### src/uwd_pkg.sv
// Package for the USB water detection controller.
// Holds the event kinds, result codes, queue word and result word types.
// No dependencies.
package uwd_pkg;

    // Event kinds after classification; unknown actions become EV_NONE.
    typedef enum logic [3:0] {
        EV_IRQ       = 4'd0,
        EV_CONN_CHK  = 4'd1,
        EV_WATER_CHK = 4'd2,
        EV_NEGOT_CHK = 4'd3,
        EV_RESTART   = 4'd4,
        EV_POLL_SET  = 4'd5,
        EV_NEGOT_BEG = 4'd6,
        EV_BLANK     = 4'd7,
        EV_UNBLANK   = 4'd8,
        EV_CABLE     = 4'd9,
        EV_TIMER     = 4'd10,
        EV_NONE      = 4'd15
    } event_t;

    // Detection state.
    typedef enum logic [1:0] {
        DET_NONE = 2'd0,
        DET_OR   = 2'd1,
        DET_AND  = 2'd2
    } det_t;

    // Notification codes.
    localparam logic [1:0] NTF_POLL_START = 2'd0;
    localparam logic [1:0] NTF_POLL_STOP  = 2'd1;
    localparam logic [1:0] NTF_WATER_OR   = 2'd2;

    // Power role requests.
    localparam logic [1:0] ROLE_NONE = 2'd0;
    localparam logic [1:0] ROLE_DUAL = 2'd1;
    localparam logic [1:0] ROLE_SINK = 2'd2;

    // Timer commands.
    localparam logic [1:0] TMR_NONE  = 2'd0;
    localparam logic [1:0] TMR_SHORT = 2'd1;
    localparam logic [1:0] TMR_LONG  = 2'd2;
    localparam logic [1:0] TMR_STOP  = 2'd3;

    // Configuration register indexes.
    localparam logic [2:0] CFG_POLL_UNSTOP = 3'd0;
    localparam logic [2:0] CFG_EN_FORCE    = 3'd1;
    localparam logic [2:0] CFG_CABLE_LIMIT = 3'd2;
    localparam logic [2:0] CFG_SHORT_SEC   = 3'd3;
    localparam logic [2:0] CFG_LONG_SEC    = 3'd4;

    // Retry count ceiling.
    localparam logic [3:0] RETRY_MAX = 4'd15;

    // Classified event word passed from front to back.
    typedef struct packed {
        event_t kind;
        logic   or_pin;
        logic   and_pin;
        logic   pin_err;
        logic   role_fail;
        logic   cable;
        logic   target;
    } item_t;

    // One result word.
    typedef struct packed {
        logic       enable_level;
        logic       notify_valid;
        logic [1:0] notify_code;
        logic [1:0] role_request;
        logic [1:0] timer_command;
        logic [7:0] timer_length;
        logic       want_connect_check;
        logic       want_water_check;
        logic       want_negot_check;
        logic       cancel_checks;
        logic [1:0] detect_state;
        logic [3:0] retry_count;
    } result_t;

endpackage

### src/uwd_front.sv
// Front stage: accepts input words and classifies the action code.
// Depends on uwd_pkg.
module uwd_front
    import uwd_pkg::*;
(
    input  logic       clk,
    input  logic       rst_n,
    input  logic       in_valid,
    output logic       in_ready,
    input  logic [3:0] action,
    input  logic       or_pin,
    input  logic       and_pin,
    input  logic       pin_read_error,
    input  logic       role_fail,
    input  logic       cable_connected,
    input  logic       requested_polling,
    output logic       fe_valid,
    input  logic       fe_ready,
    output item_t      fe_item
);

    logic  valid_reg;
    logic  valid_next;
    item_t item_reg;
    item_t item_next;

    // The stage frees up when empty or when its word moves on.
    assign in_ready = !valid_reg || fe_ready;

    // Classify the action; codes past the timer event do nothing.
    always_comb
    begin
        if (action <= EV_TIMER)
        begin
            item_next.kind = event_t'(action);
        end
        else
        begin
            item_next.kind = EV_NONE;
        end
        item_next.or_pin    = or_pin;
        item_next.and_pin   = and_pin;
        item_next.pin_err   = pin_read_error;
        item_next.role_fail = role_fail;
        item_next.cable     = cable_connected;
        item_next.target    = requested_polling;
    end

    assign valid_next = in_ready ? in_valid : valid_reg;

    // Control state.
    always_ff @(posedge clk or negedge rst_n)
    begin
        if (!rst_n)
        begin
            valid_reg <= 1'b0;
        end
        else
        begin
            valid_reg <= valid_next;
        end
    end

    // Payload.
    always_ff @(posedge clk)
    begin
        if (in_valid && in_ready)
        begin
            item_reg <= item_next;
        end
    end

    assign fe_valid = valid_reg;
    assign fe_item  = item_reg;

endmodule

### src/uwd_queue.sv
// Two-entry queue of classified event words between front and back.
// Depends on uwd_pkg.
module uwd_queue
    import uwd_pkg::*;
(
    input  logic  clk,
    input  logic  rst_n,
    input  logic  wr_valid,
    output logic  wr_ready,
    input  item_t wr_item,
    output logic  rd_valid,
    input  logic  rd_ready,
    output item_t rd_item
);

    item_t      entry_reg [2];
    logic       wr_ptr_reg;
    logic       wr_ptr_next;
    logic       rd_ptr_reg;
    logic       rd_ptr_next;
    logic [1:0] count_reg;
    logic [1:0] count_next;
    logic       push;
    logic       pop;

    assign wr_ready = (count_reg != 2'd2);
    assign rd_valid = (count_reg != 2'd0);
    assign rd_item  = entry_reg[rd_ptr_reg];

    assign push = wr_valid && wr_ready;
    assign pop  = rd_valid && rd_ready;

    // Pointer and fill count updates.
    always_comb
    begin
        wr_ptr_next = push ? !wr_ptr_reg : wr_ptr_reg;
        rd_ptr_next = pop ? !rd_ptr_reg : rd_ptr_reg;
        count_next  = count_reg;
        if (push && !pop)
        begin
            count_next = count_reg + 2'd1;
        end
        else if (pop && !push)
        begin
            count_next = count_reg - 2'd1;
        end
    end

    always_ff @(posedge clk or negedge rst_n)
    begin
        if (!rst_n)
        begin
            wr_ptr_reg <= 1'b0;
            rd_ptr_reg <= 1'b0;
            count_reg  <= 2'd0;
        end
        else
        begin
            wr_ptr_reg <= wr_ptr_next;
            rd_ptr_reg <= rd_ptr_next;
            count_reg  <= count_next;
        end
    end

    // Entry storage.
    always_ff @(posedge clk)
    begin
        if (push)
        begin
            entry_reg[wr_ptr_reg] <= wr_item;
        end
    end

endmodule

### src/uwd_back.sv
// Back stage: holds configuration and controller state, executes one event per
// cycle while the result register is free or being read, and registers the result word. Depends on uwd_pkg.
module uwd_back
    import uwd_pkg::*;
(
    input  logic       clk,
    input  logic       rst_n,
    input  logic       cfg_valid,
    input  logic [2:0] cfg_index,
    input  logic [7:0] cfg_data,
    input  logic       q_valid,
    output logic       q_ready,
    input  item_t      q_item,
    output logic       res_valid,
    input  logic       res_ready,
    output result_t    res_word
);

    // Configuration registers.
    logic       poll_unstop_reg;
    logic       en_force_reg;
    logic [3:0] cable_limit_reg;
    logic [7:0] short_sec_reg;
    logic [7:0] long_sec_reg;

    // Controller state.
    logic       pstop_reg;
    logic       pstop_next;
    det_t       det_reg;
    det_t       det_next;
    logic [3:0] retry_reg;
    logic [3:0] retry_next;
    logic       attached_reg;
    logic       attached_next;
    logic       blank_reg;
    logic       blank_next;
    logic       negp_reg;
    logic       negp_next;
    logic       en_reg;
    logic       en_next;

    // Result register.
    logic       out_valid_reg;
    logic       out_valid_next;
    result_t    res_reg;
    result_t    res_next;

    logic       take;
    logic       do_pset;
    logic       pset_tgt;
    logic [3:0] retry_inc;

    assign take    = q_valid && (!out_valid_reg || res_ready);
    assign q_ready = take;

    assign retry_inc = (retry_reg < RETRY_MAX) ? retry_reg + 4'd1 : retry_reg;

    // Event execution.
    always_comb
    begin
        pstop_next    = pstop_reg;
        det_next      = det_reg;
        retry_next    = retry_reg;
        attached_next = attached_reg;
        blank_next    = blank_reg;
        negp_next     = negp_reg;
        en_next       = en_reg;
        res_next      = '0;
        do_pset       = 1'b0;
        pset_tgt      = 1'b0;

        case (q_item.kind)
            EV_IRQ:
            begin
                res_next.cancel_checks = 1'b1;
                if (!q_item.pin_err)
                begin
                    if (q_item.and_pin || det_reg == DET_AND)
                    begin
                        det_next = DET_AND;
                    end
                    else
                    begin
                        det_next = DET_OR;
                    end
                    if (!en_force_reg)
                    begin
                        en_next = 1'b0;
                    end
                    res_next.want_connect_check = 1'b1;
                end
            end
            EV_CONN_CHK:
            begin
                if (!pstop_reg)
                begin
                    if (det_reg == DET_NONE)
                    begin
                        en_next = 1'b1;
                    end
                    else
                    begin
                        if (!poll_unstop_reg)
                        begin
                            res_next.role_request = ROLE_SINK;
                        end
                        if (poll_unstop_reg || !q_item.role_fail)
                        begin
                            en_next = 1'b1;
                            res_next.notify_valid = 1'b1;
                            if (det_reg == DET_OR)
                            begin
                                res_next.notify_code = NTF_WATER_OR;
                                retry_next = retry_inc;
                                if (retry_inc < cable_limit_reg && !blank_reg &&
                                    short_sec_reg != 8'd0)
                                begin
                                    res_next.timer_command = TMR_SHORT;
                                    res_next.timer_length  = short_sec_reg;
                                end
                            end
                            else
                            begin
                                res_next.notify_code = NTF_POLL_STOP;
                                if (!blank_reg && long_sec_reg != 8'd0)
                                begin
                                    res_next.timer_command = TMR_LONG;
                                    res_next.timer_length  = long_sec_reg;
                                end
                            end
                        end
                    end
                end
            end
            EV_WATER_CHK:
            begin
                if (!pstop_reg && !blank_reg)
                begin
                    res_next.role_request = ROLE_DUAL;
                    if (!q_item.role_fail)
                    begin
                        en_next = 1'b1;
                        if (q_item.pin_err)
                        begin
                            retry_next            = 4'd0;
                            res_next.notify_valid = 1'b1;
                            res_next.notify_code  = NTF_POLL_START;
                            det_next              = DET_NONE;
                        end
                        else if (retry_reg == 4'd0)
                        begin
                            if (!q_item.or_pin)
                            begin
                                res_next.notify_valid = 1'b1;
                                res_next.notify_code  = NTF_POLL_START;
                                det_next              = DET_NONE;
                            end
                        end
                        else if (retry_reg < cable_limit_reg)
                        begin
                            if (!q_item.or_pin)
                            begin
                                res_next.want_connect_check = 1'b1;
                                en_next                     = 1'b0;
                            end
                            else if (q_item.and_pin)
                            begin
                                det_next = DET_AND;
                            end
                        end
                    end
                end
            end
            EV_NEGOT_CHK:
            begin
                negp_next = 1'b0;
                if (!pstop_reg || en_force_reg)
                begin
                    if (!pstop_reg)
                    begin
                        res_next.notify_valid = 1'b1;
                        res_next.notify_code  = NTF_POLL_START;
                        en_next               = 1'b1;
                    end
                    res_next.timer_command    = TMR_STOP;
                    retry_next                = 4'd0;
                    res_next.want_water_check = 1'b1;
                end
            end
            EV_RESTART:
            begin
                res_next.timer_command    = TMR_STOP;
                retry_next                = 4'd0;
                res_next.want_water_check = 1'b1;
            end
            EV_POLL_SET:
            begin
                do_pset  = 1'b1;
                pset_tgt = q_item.target;
            end
            EV_NEGOT_BEG:
            begin
                if (!en_force_reg)
                begin
                    en_next = 1'b0;
                end
                res_next.want_negot_check = 1'b1;
                negp_next                 = 1'b1;
            end
            EV_BLANK:
            begin
                blank_next             = 1'b1;
                res_next.timer_command = TMR_STOP;
            end
            EV_UNBLANK:
            begin
                blank_next = 1'b0;
                retry_next = 4'd0;
                if (det_reg != DET_NONE)
                begin
                    res_next.want_water_check = 1'b1;
                end
            end
            EV_CABLE:
            begin
                if (attached_reg != q_item.cable)
                begin
                    attached_next = q_item.cable;
                    do_pset       = 1'b1;
                    pset_tgt      = q_item.cable;
                    // Detach begins a negotiation before polling restarts.
                    if (!q_item.cable)
                    begin
                        if (!en_force_reg)
                        begin
                            en_next = 1'b0;
                        end
                        res_next.want_negot_check = 1'b1;
                        negp_next                 = 1'b1;
                    end
                end
            end
            EV_TIMER:
            begin
                res_next.want_water_check = 1'b1;
            end
            default:
            begin
            end
        endcase

        // Polling start or stop, applied after any negotiation begin.
        if (do_pset && pstop_reg != pset_tgt)
        begin
            pstop_next             = pset_tgt;
            det_next               = DET_NONE;
            res_next.timer_command = TMR_STOP;
            res_next.timer_length  = 8'd0;
            if (!negp_next)
            begin
                if (!pset_tgt)
                begin
                    res_next.notify_valid = 1'b1;
                    res_next.notify_code  = NTF_POLL_START;
                    en_next               = 1'b1;
                end
                else if (!en_force_reg)
                begin
                    retry_next = 4'd0;
                    en_next    = 1'b0;
                end
            end
        end

        res_next.enable_level = en_next;
        res_next.detect_state = det_next;
        res_next.retry_count  = retry_next;
    end

    assign out_valid_next = take ? 1'b1 : (res_ready ? 1'b0 : out_valid_reg);

    // Configuration writes; indexes past the list are ignored.
    always_ff @(posedge clk or negedge rst_n)
    begin
        if (!rst_n)
        begin
            poll_unstop_reg <= 1'b0;
            en_force_reg    <= 1'b0;
            cable_limit_reg <= 4'd7;
            short_sec_reg   <= 8'd7;
            long_sec_reg    <= 8'd0;
        end
        else if (cfg_valid)
        begin
            case (cfg_index)
                CFG_POLL_UNSTOP: poll_unstop_reg <= cfg_data[0];
                CFG_EN_FORCE:    en_force_reg    <= cfg_data[0];
                CFG_CABLE_LIMIT: cable_limit_reg <= cfg_data[3:0];
                CFG_SHORT_SEC:   short_sec_reg   <= cfg_data;
                CFG_LONG_SEC:    long_sec_reg    <= cfg_data;
                default:
                begin
                end
            endcase
        end
    end

    // Controller state advances with each executed event.
    always_ff @(posedge clk or negedge rst_n)
    begin
        if (!rst_n)
        begin
            pstop_reg     <= 1'b0;
            det_reg       <= DET_NONE;
            retry_reg     <= 4'd0;
            attached_reg  <= 1'b0;
            blank_reg     <= 1'b0;
            negp_reg      <= 1'b0;
            en_reg        <= 1'b1;
            out_valid_reg <= 1'b0;
        end
        else
        begin
            out_valid_reg <= out_valid_next;
            if (take)
            begin
                pstop_reg    <= pstop_next;
                det_reg      <= det_next;
                retry_reg    <= retry_next;
                attached_reg <= attached_next;
                blank_reg    <= blank_next;
                negp_reg     <= negp_next;
                en_reg       <= en_next;
            end
        end
    end

    // Result payload.
    always_ff @(posedge clk)
    begin
        if (take)
        begin
            res_reg <= res_next;
        end
    end

    assign res_valid = out_valid_reg;
    assign res_word  = res_reg;

endmodule

### src/usb_water_detect_controller_top.sv
// USB-port water detection controller, top level.
// Uses uwd_pkg, uwd_front, uwd_queue and uwd_back.
//
// Usage:
//   Input channel (in_valid/in_ready) takes one event word: action code,
//   detector pin levels and status bits. Output channel (out_valid/out_ready)
//   gives exactly one result word per event, in order.
//   Configuration channel (cfg_valid/cfg_ready, cfg_index, cfg_data) writes
//   the five control registers; it is always ready and should only be used
//   while no event is in flight.
// Path: an accepted event is held in the front register, then in a queue
//   entry, and the back then registers its result word.
// Throughput: one event per cycle while out_ready stays high; the back
//   executes one event per cycle against its state registers, which sets that figure.
// Reset: all state returns to polling started, no detection, zero retries,
//   enable line driven high; configuration returns to its defaults.
// Output stall: the result register holds; the queue absorbs two events and
//   the front register one more before in_ready drops.
module usb_water_detect_controller_top
    import uwd_pkg::*;
(
    input  logic       clk,
    input  logic       rst_n,
    input  logic       cfg_valid,
    output logic       cfg_ready,
    input  logic [2:0] cfg_index,
    input  logic [7:0] cfg_data,
    input  logic       in_valid,
    output logic       in_ready,
    input  logic [3:0] action,
    input  logic       or_pin,
    input  logic       and_pin,
    input  logic       pin_read_error,
    input  logic       role_fail,
    input  logic       cable_connected,
    input  logic       requested_polling,
    output logic       out_valid,
    input  logic       out_ready,
    output logic       enable_level,
    output logic       notify_valid,
    output logic [1:0] notify_code,
    output logic [1:0] role_request,
    output logic [1:0] timer_command,
    output logic [7:0] timer_length,
    output logic       want_connect_check,
    output logic       want_water_check,
    output logic       want_negot_check,
    output logic       cancel_checks,
    output logic [1:0] detect_state,
    output logic [3:0] retry_count
);

    logic    fe_valid;
    logic    fe_ready;
    item_t   fe_item;
    logic    q_valid;
    logic    q_ready;
    item_t   q_item;
    result_t res_word;

    assign cfg_ready = 1'b1;

    // Front: accept and classify.
    uwd_front u_front (
        .clk               (clk),
        .rst_n             (rst_n),
        .in_valid          (in_valid),
        .in_ready          (in_ready),
        .action            (action),
        .or_pin            (or_pin),
        .and_pin           (and_pin),
        .pin_read_error    (pin_read_error),
        .role_fail         (role_fail),
        .cable_connected   (cable_connected),
        .requested_polling (requested_polling),
        .fe_valid          (fe_valid),
        .fe_ready          (fe_ready),
        .fe_item           (fe_item)
    );

    // Queue between front and back.
    uwd_queue u_queue (
        .clk      (clk),
        .rst_n    (rst_n),
        .wr_valid (fe_valid),
        .wr_ready (fe_ready),
        .wr_item  (fe_item),
        .rd_valid (q_valid),
        .rd_ready (q_ready),
        .rd_item  (q_item)
    );

    // Back: execute and register the result.
    uwd_back u_back (
        .clk       (clk),
        .rst_n     (rst_n),
        .cfg_valid (cfg_valid),
        .cfg_index (cfg_index),
        .cfg_data  (cfg_data),
        .q_valid   (q_valid),
        .q_ready   (q_ready),
        .q_item    (q_item),
        .res_valid (out_valid),
        .res_ready (out_ready),
        .res_word  (res_word)
    );

    // Result word to output ports.
    assign enable_level       = res_word.enable_level;
    assign notify_valid       = res_word.notify_valid;
    assign notify_code        = res_word.notify_code;
    assign role_request       = res_word.role_request;
    assign timer_command      = res_word.timer_command;
    assign timer_length       = res_word.timer_length;
    assign want_connect_check = res_word.want_connect_check;
    assign want_water_check   = res_word.want_water_check;
    assign want_negot_check   = res_word.want_negot_check;
    assign cancel_checks      = res_word.cancel_checks;
    assign detect_state       = res_word.detect_state;
    assign retry_count        = res_word.retry_count;

endmodule

### config.mk
export PLATFORM = sky130hd
export DESIGN_NAME = usb_water_detect_controller_top
export DESIGN_NICKNAME = d
export VERILOG_FILES = /design/src/uwd_pkg.sv /design/src/uwd_front.sv /design/src/uwd_queue.sv /design/src/uwd_back.sv /design/src/usb_water_detect_controller_top.sv
export SDC_FILE = /design/constraint.sdc
export NUM_CORES = 1
export LEC_CHECK = 0
export BUFFER_PORTS_ARGS = -buffer_cell sky130_fd_sc_hd__buf_2
export CORE_ASPECT_RATIO = 0.75
export CORE_UTILIZATION = 30
export DETAILED_ROUTE_END_ITERATION = 8
export GPL_TIMING_DRIVEN = 0
export SYNTH_ARGS = -nofsm -noshare
export SYNTH_HDL_FRONTEND = slang
export SYNTH_SLANG_ARGS = --single-unit
### constraint.sdc
create_clock -name clk -period 7.3 [get_ports clk]
set_input_delay 0.73 -clock clk [delete_from_list [all_inputs] [get_ports clk]]
set_output_delay 0.73 -clock clk [all_outputs]
set_load 0.01 [all_outputs]
# After elaboration in Yosys (flattened, before gate mapping)
# Memories as Yosys holds them, arrays and structs flattened.
# Index checks and enable logic that the tools add are counted.
# W data, S select, Z words.
totals:
  mem_bits_rw: 20
  word_cells: 211
  out_inout_bits: 29
  reg_bits: 75
  n_memories: 1
op_classes:
  n_lt_le_gt_ge: 4
  n_addsub: 3
  eq_ne: 19
  n_mux: 98
  bitwise: 2
  n_reduce_logical: 48
mem_list:
  columns: ["memory", "depth", "width", "rd", "rd_ports_with_merged_regs", "wr", "line_no", "text"]
  rows:
  - ["u_queue.entry_reg", 2, 10, 1, 0, 1, "uwd_queue.sv:16", "item_t entry_reg [2];"]
ops:
  columns: ["cell", "count"]
  rows:
  - ["$mux W4", 13]
  - ["$mux W1", 39]
  - ["$mux W2", 16]
  - ["$mux W10", 3]
  - ["$mux W15", 2]
  - ["$mux W3", 10]
  - ["$eq A4 B3 Y1 const B", 4]
  - ["$pmux W4 S4", 1]
  - ["$reduce_bool A8 Y1", 2]
  - ["$reduce_and A2 Y1", 7]
  - ["$eq A4 B4 Y1 const B", 3]
  - ["$logic_and A1 B1 Y1", 11]
  - ["$pmux W1 S2", 5]
  - ["$reduce_bool A2 Y1", 5]
  - ["$logic_not A1 Y1", 9]
  - ["$mux W9", 1]
  - ["$pmux W3 S3", 1]
  - ["$eq A4 B2 Y1 const B", 2]
  - ["$logic_not A4 Y1", 2]
  - ["$lt A4 B4 Y1", 2]
  - ["$pmux W2 S2", 2]
  - ["$eq A3 B2 Y1 const B", 2]
  - ["$pmux W1 S3", 2]
  - ["$pmux W1 S6", 1]
  - ["21 further kinds", 29]

# Depth between registers and ports, before layout
# Gate-level depths: netlist (run 1).
depth:
  depth_word: 14
  mapped_depth: 10
  ltp_nobuf: 9

# Cells and area by module
# Synthesis (run 1) repeated with hierarchy kept, for this count alone.
hier_totals:
  cells_unflattened: 373
  area_unflattened_um2: 4647.0
modules_own_cells:
  columns: ["module", "area_each_um2", "cells_per_inst", "seq_area_each_um2", "instances"]
  rows:
  - ["uwd_back", 3321.9, 304, 1640.3, 1]
  - ["uwd_queue", 932.1, 49, 700.7, 1]
  - ["uwd_front", 381.6, 18, 325.3, 1]
  - ["usb_water_detect_controller_top", 11.3, 2, 0.0, 1]

# Least setup slack after synthesis (run 1)
# Ideal clock, no wire load.
synth_timing:
  kind: "register to register"
  start: "register u_queue.rd_ptr_reg"
  end: "register u_back.retry_reg[0]"
  path_stages_with_launch: 10
  setup_slack_ns: 4.680
  required_time_ns: 7.179
  t_arrival_ns: 2.499
  cell_sequence: "dfrtp_1 -> mux2_2 -> inv_1 -> ha_1 -> or3b_1 -> o21ai_0 -> o221ai_2 -> nor4_4 -> o21ai_2 -> a22o_1"
synth_lines:
  columns: ["element", "line_no", "text"]
  rows:
  - ["start: declaration", "uwd_queue.sv:19", "logic rd_ptr_reg;"]
  - ["start signal: assignment", "uwd_queue.sv:60", "rd_ptr_reg <= rd_ptr_next;"]
  - ["end signal: assignment", "uwd_back.sv:329", "retry_reg <= retry_next;"]
  - ["end: declaration", "uwd_back.sv:31", "logic [3:0] retry_reg;"]

# Worst setup path in the final report (run 1)
layout_timing:
  start: "register u_queue.count_reg[0]"
  end: "register u_back.det_reg[1]"
layout_between:
  elab_chain_len: 2
layout_rtl:
  columns: ["element", "line_no", "text"]
  rows:
  - ["start: declaration", "uwd_queue.sv:21", "logic [1:0] count_reg;"]
  - ["start signal: assignment", "uwd_queue.sv:61", "count_reg <= count_next;"]
  - ["$reduce_bool A2 Y1", "uwd_queue.sv:27", "assign rd_valid = (count_reg != 2'd0);"]
  - ["$logic_and A1 B1 Y1", "uwd_back.sv:53", "assign take = q_valid && (!out_valid_reg || res_ready);"]
  - ["named net q_ready", "usb_water_detect_controller_top.sv:57", "logic q_ready;"]
  - ["end signal: assignment", "uwd_back.sv:328", "det_reg <= det_next;"]
  - ["end: declaration", "uwd_back.sv:29", "det_t det_reg;"]
# The timed path passes the listed nets, and every way through them passes these cells.
# A chain may end at the register's enable or synchronous reset.

==> results of run 1 <==
## cell usage after synthesis, types with 4 or more instances
master	instances	share of area, %
edfxtp_1	56	35
dfrtp_1	32	17
nor2_1	32	2.5
nand2_1	24	1.9
mux2_2	23	5.5
o21ai_0	22	2.3
inv_1	16	1.3
a21oi_1	13	1.4
ha_1	11	2.9
nor3_1	11	1.2
a22o_1	8	1.5
and2_1	7	0.92
clkbuf_1	7	0.55
dfstp_2	7	3.9
nand3_1	7	0.74
nor4_1	7	0.92
o21ai_1	6	0.63
nand2b_1	5	0.66
xnor2_1	5	0.92
a31oi_1	4	0.53
mux2i_1	4	0.85
nand3b_1	4	0.63
nor2b_1	4	0.53
o211ai_1	4	0.63
or3_1	4	0.53
## cell families after synthesis
group,Yosys count,share of synthesized area [%]
xor+xnor,7,1.29
other cells,1,0.0791
compound gates,97,14.7
simple gates,124,14.5
fa+ha+maj,11,2.90
flops,95,56.3
mux,30,7.34
buf+inv,30,2.90
## routing by layer
metal	track usage (%)	up-vias	share of wire, %
met2	20.4	93	42
li1	-	1617	-
met5	0	-	0
met3	4.28	12	6.8
met1	20.7	1610	50
met4	4.12	0	1.1
## worst min-delay path by stage
stage	endpoint	slack (ns)
2_1_floorplan	u_queue.entry_reg[0][0]	0.42
3_3_place_gp	u_queue.entry_reg[0][0]	0.43
3_5_place_dp	u_queue.entry_reg[0][8]	0.44
4_1_cts	u_queue.entry_reg[1][8]	0.45
5_1_grt	u_queue.entry_reg[0][7]	0.46
6_report	u_queue.entry_reg[1][8]	0.45
## stage by stage
| stage | total power [mW] | hold WS [ns] | util (%) | instances |
|---|---|---|---|---|
| after floorplan | 1.38 | 0.421 | - | 395 |
| after detailed placement | 1.62 | 0.438 | 34.3 | 653 |
| after global placement | 1.60 | 0.431 | 34.3 | 653 |
| after CTS | 2.07 | 0.453 | 36.1 | 669 |
| after global routing | 2.19 | 0.457 | 36.1 | 669 |
| final | 2.06 | 0.451 | 36.1 | 669 |
## power groups by stage
stage | sequential (mW) | clock [mW] | combinational, mW
CTS | 0.883 | 0.452 | 0.735
global route | 0.904 | 0.472 | 0.815
global placement | 0.887 | 0 | 0.713
floorplan | 0.889 | 0 | 0.489
finish | 0.883 | 0.442 | 0.733
detailed placement | 0.891 | 0 | 0.732
## cells in the final DEF, fill, tap and decap left out, types with 5 or more instances in the layout
cell,count
a21oi_1,13
a22o_1,8
and2_1,7
buf_2,55
clkbuf_1,8
clkbuf_16,9
dfrtp_1,32
dfstp_2,7
edfxtp_1,56
ha_1,11
inv_1,16
mux2_2,23
nand2_1,24
nand2b_1,5
nand3_1,7
nor2_1,32
nor3_1,11
nor4_1,7
o21ai_0,22
o21ai_1,6
xnor2_1,5
## cell type report
class	count	area, um2
tap	205	256
inverter	17	63.8
clock inverter	5	33.8
fill	1532	9790
sequential	95	2670
multi-input combinational	270	1930
buffer	13	73.8
timing repair buffer	53	265
clock buffer	11	243
==> flow_metrics.tcl, run 1 <==
set metrics [dict create \
    synthDistinctLibCells 70 \
    worst-path-max-fanout 32 \
    clkPwrFrac_pct 21.5 \
    max-clock-path-buffers 2 \
    crit_path_top_delay_cell "clkinv_1" \
    dp_slack_ns 3.93 \
    portBuffers 53 \
    finalHoldViolCount 0 \
    swShare_pct 36.8 \
    p_leak_nw 2.14 \
    grt_usage_pct 14.3 \
    synth.avg_cell_area_um2 12.0 \
    path_class "register to register" \
    holdPathStages 0 \
    coreArea_mm2 0.0153 \
    cts_setup_buffers 0 \
    worst_setup_path_start_kind "register" \
    maxCapViolations 0 \
    r2r_start "u_queue.count_reg[0]" \
    wire_per_inst_um 16.3 \
    fin_tns_setup_ns 0 \
    dieArea_mm2 0.0163 \
    rows 39 \
    gp_congestion 0.879 \
    required_ns 7.53 \
    path_cells "o21ai_0, clkinv_1, mux2_2" \
    pwr-share-seq_pct 42.9 \
    grt_max_degree 40 \
    cts_buffers 9 \
    crit_path_end "u_back.det_reg[1]" \
    layout-drive-gt1-share_pct 27.2 \
    synth_ff_type "edfxtp_1" \
    synth_async_sr_flop_share_pct 41.1 \
    arrival_ns 3.40 \
    drt-pass1-iter-count 4 \
    cp_top_family "buffers and inverters" \
    cp-startpoint "u_queue.count_reg[0]" \
    internal_power_mw 1.30 \
    fin_crit_sh_pct 43.5 \
    ios 55 \
    final_max_slew_viol_count 0 \
    clk_pin_slew_worst_paths_ns 0.06 \
    power_density_mw_per_mm2 372 \
    yosys_warnings 0 \
    ant_nets 0 \
    holdBufCountCts 0 \
    synthesis.nets 432 \
    combPwrFrac_pct 35.6 \
    final_area_mm2 0.00554 \
    r2r_slack_ns 4.12 \
    tightest_slew_ns 1.21 \
    root_buffer "clkbuf_16" \
    outcome "finished, final reports clean" \
    synth-edff-count 56 \
    r2r_cells 3 \
    cp-end-kind "register" \
    finClkSkew_ns 0.00635 \
    overflow 0 \
    clk_latency_ns 0.35 \
    ir_worst_vdd_uv 155 \
    p_sw_mw 0.758 \
    hpwlAfterDp_um 8040 \
    setup_viol 0 \
    critical_path_depth 3 \
    vias_per_cell 4.98 \
    initial_core_util_pct 30.9 \
    yosys_register_bits 95 \
    synthToLayoutAreaGrowth_pct 16.8 \
    largest_reg_flops 26 \
    max_clock_freq_ghz 0.315 \
    grt_pass1_vias 3395 \
    cts_tree "yes" \
    netlist_area_mm2 0.00474 \
    drc_errors 0 \
    vias 3332 \
    cts_max_level 3 \
    fin_crit_ns 3.18 \
    drt_wl_total_um 10900 \
    chipHeight_um 111 \
    grt_pass1_wl_um 18000 \
    postPlaceCellArea_mm2 0.00526 \
    hold_start "u_front.fe_item[8]" \
    critPathMaxStageDelay_ns 1.23 \
    holdCritPathClass "register to register" \
    post_cts_resized 0 \
    worst_slack_ns 4.12 \
    dieWidth_um 147 \
    r2r_end "u_back.det_reg[1]" \
    diodes 0 \
    cp.buffers_inverters 1 \
    clkSinkCount 95 \
    antenna_found_initial 0 \
    ys_seq_area_share_pct 56.3 \
    fin_nets 496 \
    drt_iter0_drc 269 \
    syn_inst 395 \
    slew_headroom_pct 18.7 \
    rsz0062_at_grt "no" \
]
Note: power is estimated with default switching activity, not from simulation.
==> inputs of run 2 (changes only) <==
==> constraint.sdc (replaced) <==
create_clock -name clk -period 2.6 [get_ports clk]
set_input_delay 0.26 -clock clk [delete_from_list [all_inputs] [get_ports clk]]
set_output_delay 0.26 -clock clk [all_outputs]
set_load 0.01 [all_outputs]
==> run 2 against run 1 <==
Effect of this change: the flow now finishes with violations (setup timing); via count up 3.0%; die area unchanged; first-iteration DRC count up 9.7%; critical path depth up 6; final area up 4.0%; wire length up 1.3%; non-clock buffer count up 10; setup slack worse by 4.1 ns; critical endpoint is now u_back.res_word[25]; largest cell class unchanged.
==> flow_metrics.tcl, run 2 (synthesis results as in run 1) <==
set metrics [dict create \
    vias_per_cell 5.05 \
    dieWidth_um 147 \
    drt-pass1-iter-count 4 \
    grt_pass1_vias 3305 \
    ant_nets 0 \
    violations "setup timing" \
    max-clock-path-buffers 2 \
    cp.buffers_inverters 1 \
    power_density_mw_per_mm2 1060 \
    hpwlAfterDp_um 7850 \
    required_ns 2.80 \
    critPathMaxStageDelay_ns 0.43 \
    ir_worst_vdd_uv 472 \
    outcome "complete, but fails checks" \
    antenna_found_initial 0 \
    cp-end-kind "register" \
    holdCritPathClass "input port to async pin" \
    cts_max_level 3 \
    maxCapViolations 0 \
    postPlaceCellArea_mm2 0.00526 \
    clk_pin_slew_worst_paths_ns 0.07 \
    largest_reg_flops 26 \
    drt_iter0_drc 295 \
    synthToLayoutAreaGrowth_pct 21.6 \
    clkSinkCount 95 \
    finalHoldViolCount 0 \
    final_max_slew_viol_count 0 \
    cts_tree "yes" \
    grt_pass1_wl_um 17900 \
    fin_crit_sh_pct 100 \
    overflow 0 \
    root_buffer "clkbuf_16" \
    rows 39 \
    worst-path-max-fanout 5 \
    grt_max_degree 40 \
    slew_headroom_pct 22.0 \
    initial_core_util_pct 30.9 \
    dp_slack_ns -0.528 \
    arrival_ns 2.81 \
    crit_path_top_delay_cell "dfrtp_2" \
    layout_common_cells "edfxtp_1, buf_2, nor2_1, dfrtp_1, nand2_1" \
    vias 3432 \
    p_leak_nw 2.24 \
    portBuffers 53 \
    layout_commonest_cell "edfxtp_1" \
    path_cells "mux2_4, inv_4, ha_4, or3b_4, o21ai_4, o221ai_4, or3_4, o211a_1, a21oi_2" \
    clk_latency_ns 0.35 \
    finClkSkew_ns 0.00926 \
    final_area_mm2 0.00576 \
    drc_errors 0 \
    r2r_start "u_queue.rd_ptr_reg" \
    gp_congestion 0.862 \
    dieArea_mm2 0.0163 \
    coreArea_mm2 0.0153 \
    max_clock_freq_ghz 0.383 \
    layout-drive-gt1-share_pct 32.7 \
    fin_crit_ns 2.61 \
    cp_top_family "simple AND/OR/NAND/NOR gates" \
    wire_per_inst_um 16.3 \
    drt_wl_total_um 11100 \
    setup_viol 1 \
    cts_buffers 9 \
    ios 55 \
    diodes 0 \
    worst_setup_path_start_kind "register" \
    tightest_slew_ns 1.16 \
    rsz0062_at_grt "yes" \
    fin_nets 506 \
    worst_slack_ns -0.0122 \
    cp-startpoint "u_queue.rd_ptr_reg" \
    chipHeight_um 111 \
    path_class "register to register" \
    grt_usage_pct 14.2 \
]
[run 2: cell count changes in the layout (fill, tap and decap cells not counted), sizes merged]
cell / change
buf: +10
clkinv: -2
inv: +2
bufinv: +1
clkbuf: -1
[run 2: report_power, final]
group / internal [mW] / switching [mW]
Combinational: 0.925 / 1.35
Sequential: 2.17 / 0.311
Clock: 0.777 / 0.583
[run 2: area by class of cell]
class | instances | area (um2)
Fill cell | 1501 | 9560
Clock inverter | 6 | 66.3
Multi-Input combinational cell | 270 | 2050
Buffer | 13 | 76.3
Sequential cell | 95 | 2670
Tap cell | 205 | 256
Clock buffer | 10 | 239
Inverter | 17 | 68.8
Timing Repair Buffer | 63 | 340
[run 2: repair_timing]
item	in CTS	in global routing
hold buffers	0	0
resized for setup	13	18
setup endpoints to repair	50	22
pin swaps	10	5
setup buffers	7	3
[run 2: worst paths after layout]
check,to,slack [ns],cells past startpoint
min reg2reg,u_queue.entry_reg[0][2],0.45,0
max in group asynchronous,u_queue.rd_ptr_reg,1.88,1
min in group clk,u_front.fe_item[5],0.09,1
max,u_back.res_word[25],-0.01,9
max reg2reg,u_back.res_word[25],-0.01,9
min,u_back.short_sec_reg[5],0.06,1
[run 2: layer usage]
| layer | track usage (%) | up-vias | share of wire [%] |
|---|---|---|---|
| li1 | - | 1640 | - |
| met1 | 22.2 | 1666 | 51 |
| met2 | 19.2 | 116 | 41 |
| met3 | 2.96 | 10 | 6.4 |
| met4 | 4.05 | 0 | 1.2 |
| met5 | 0 | - | 0 |
[run 2: per-stage QoR]
step                      TNS [ns]  cells  util [%]  total power, mW  hold slack, ns
after floorplan                  0    395         -             3.87         -0.0356
after global placement      -16.04    653      34.3             4.50           0.431
after detailed placement    -15.31    653      34.3             4.54           0.434
after CTS                        0    676      37.0             6.05          0.0851
after global routing        -0.164    679      37.6             6.49          0.0798
final                      -0.0122    679      37.6             6.12          0.0597
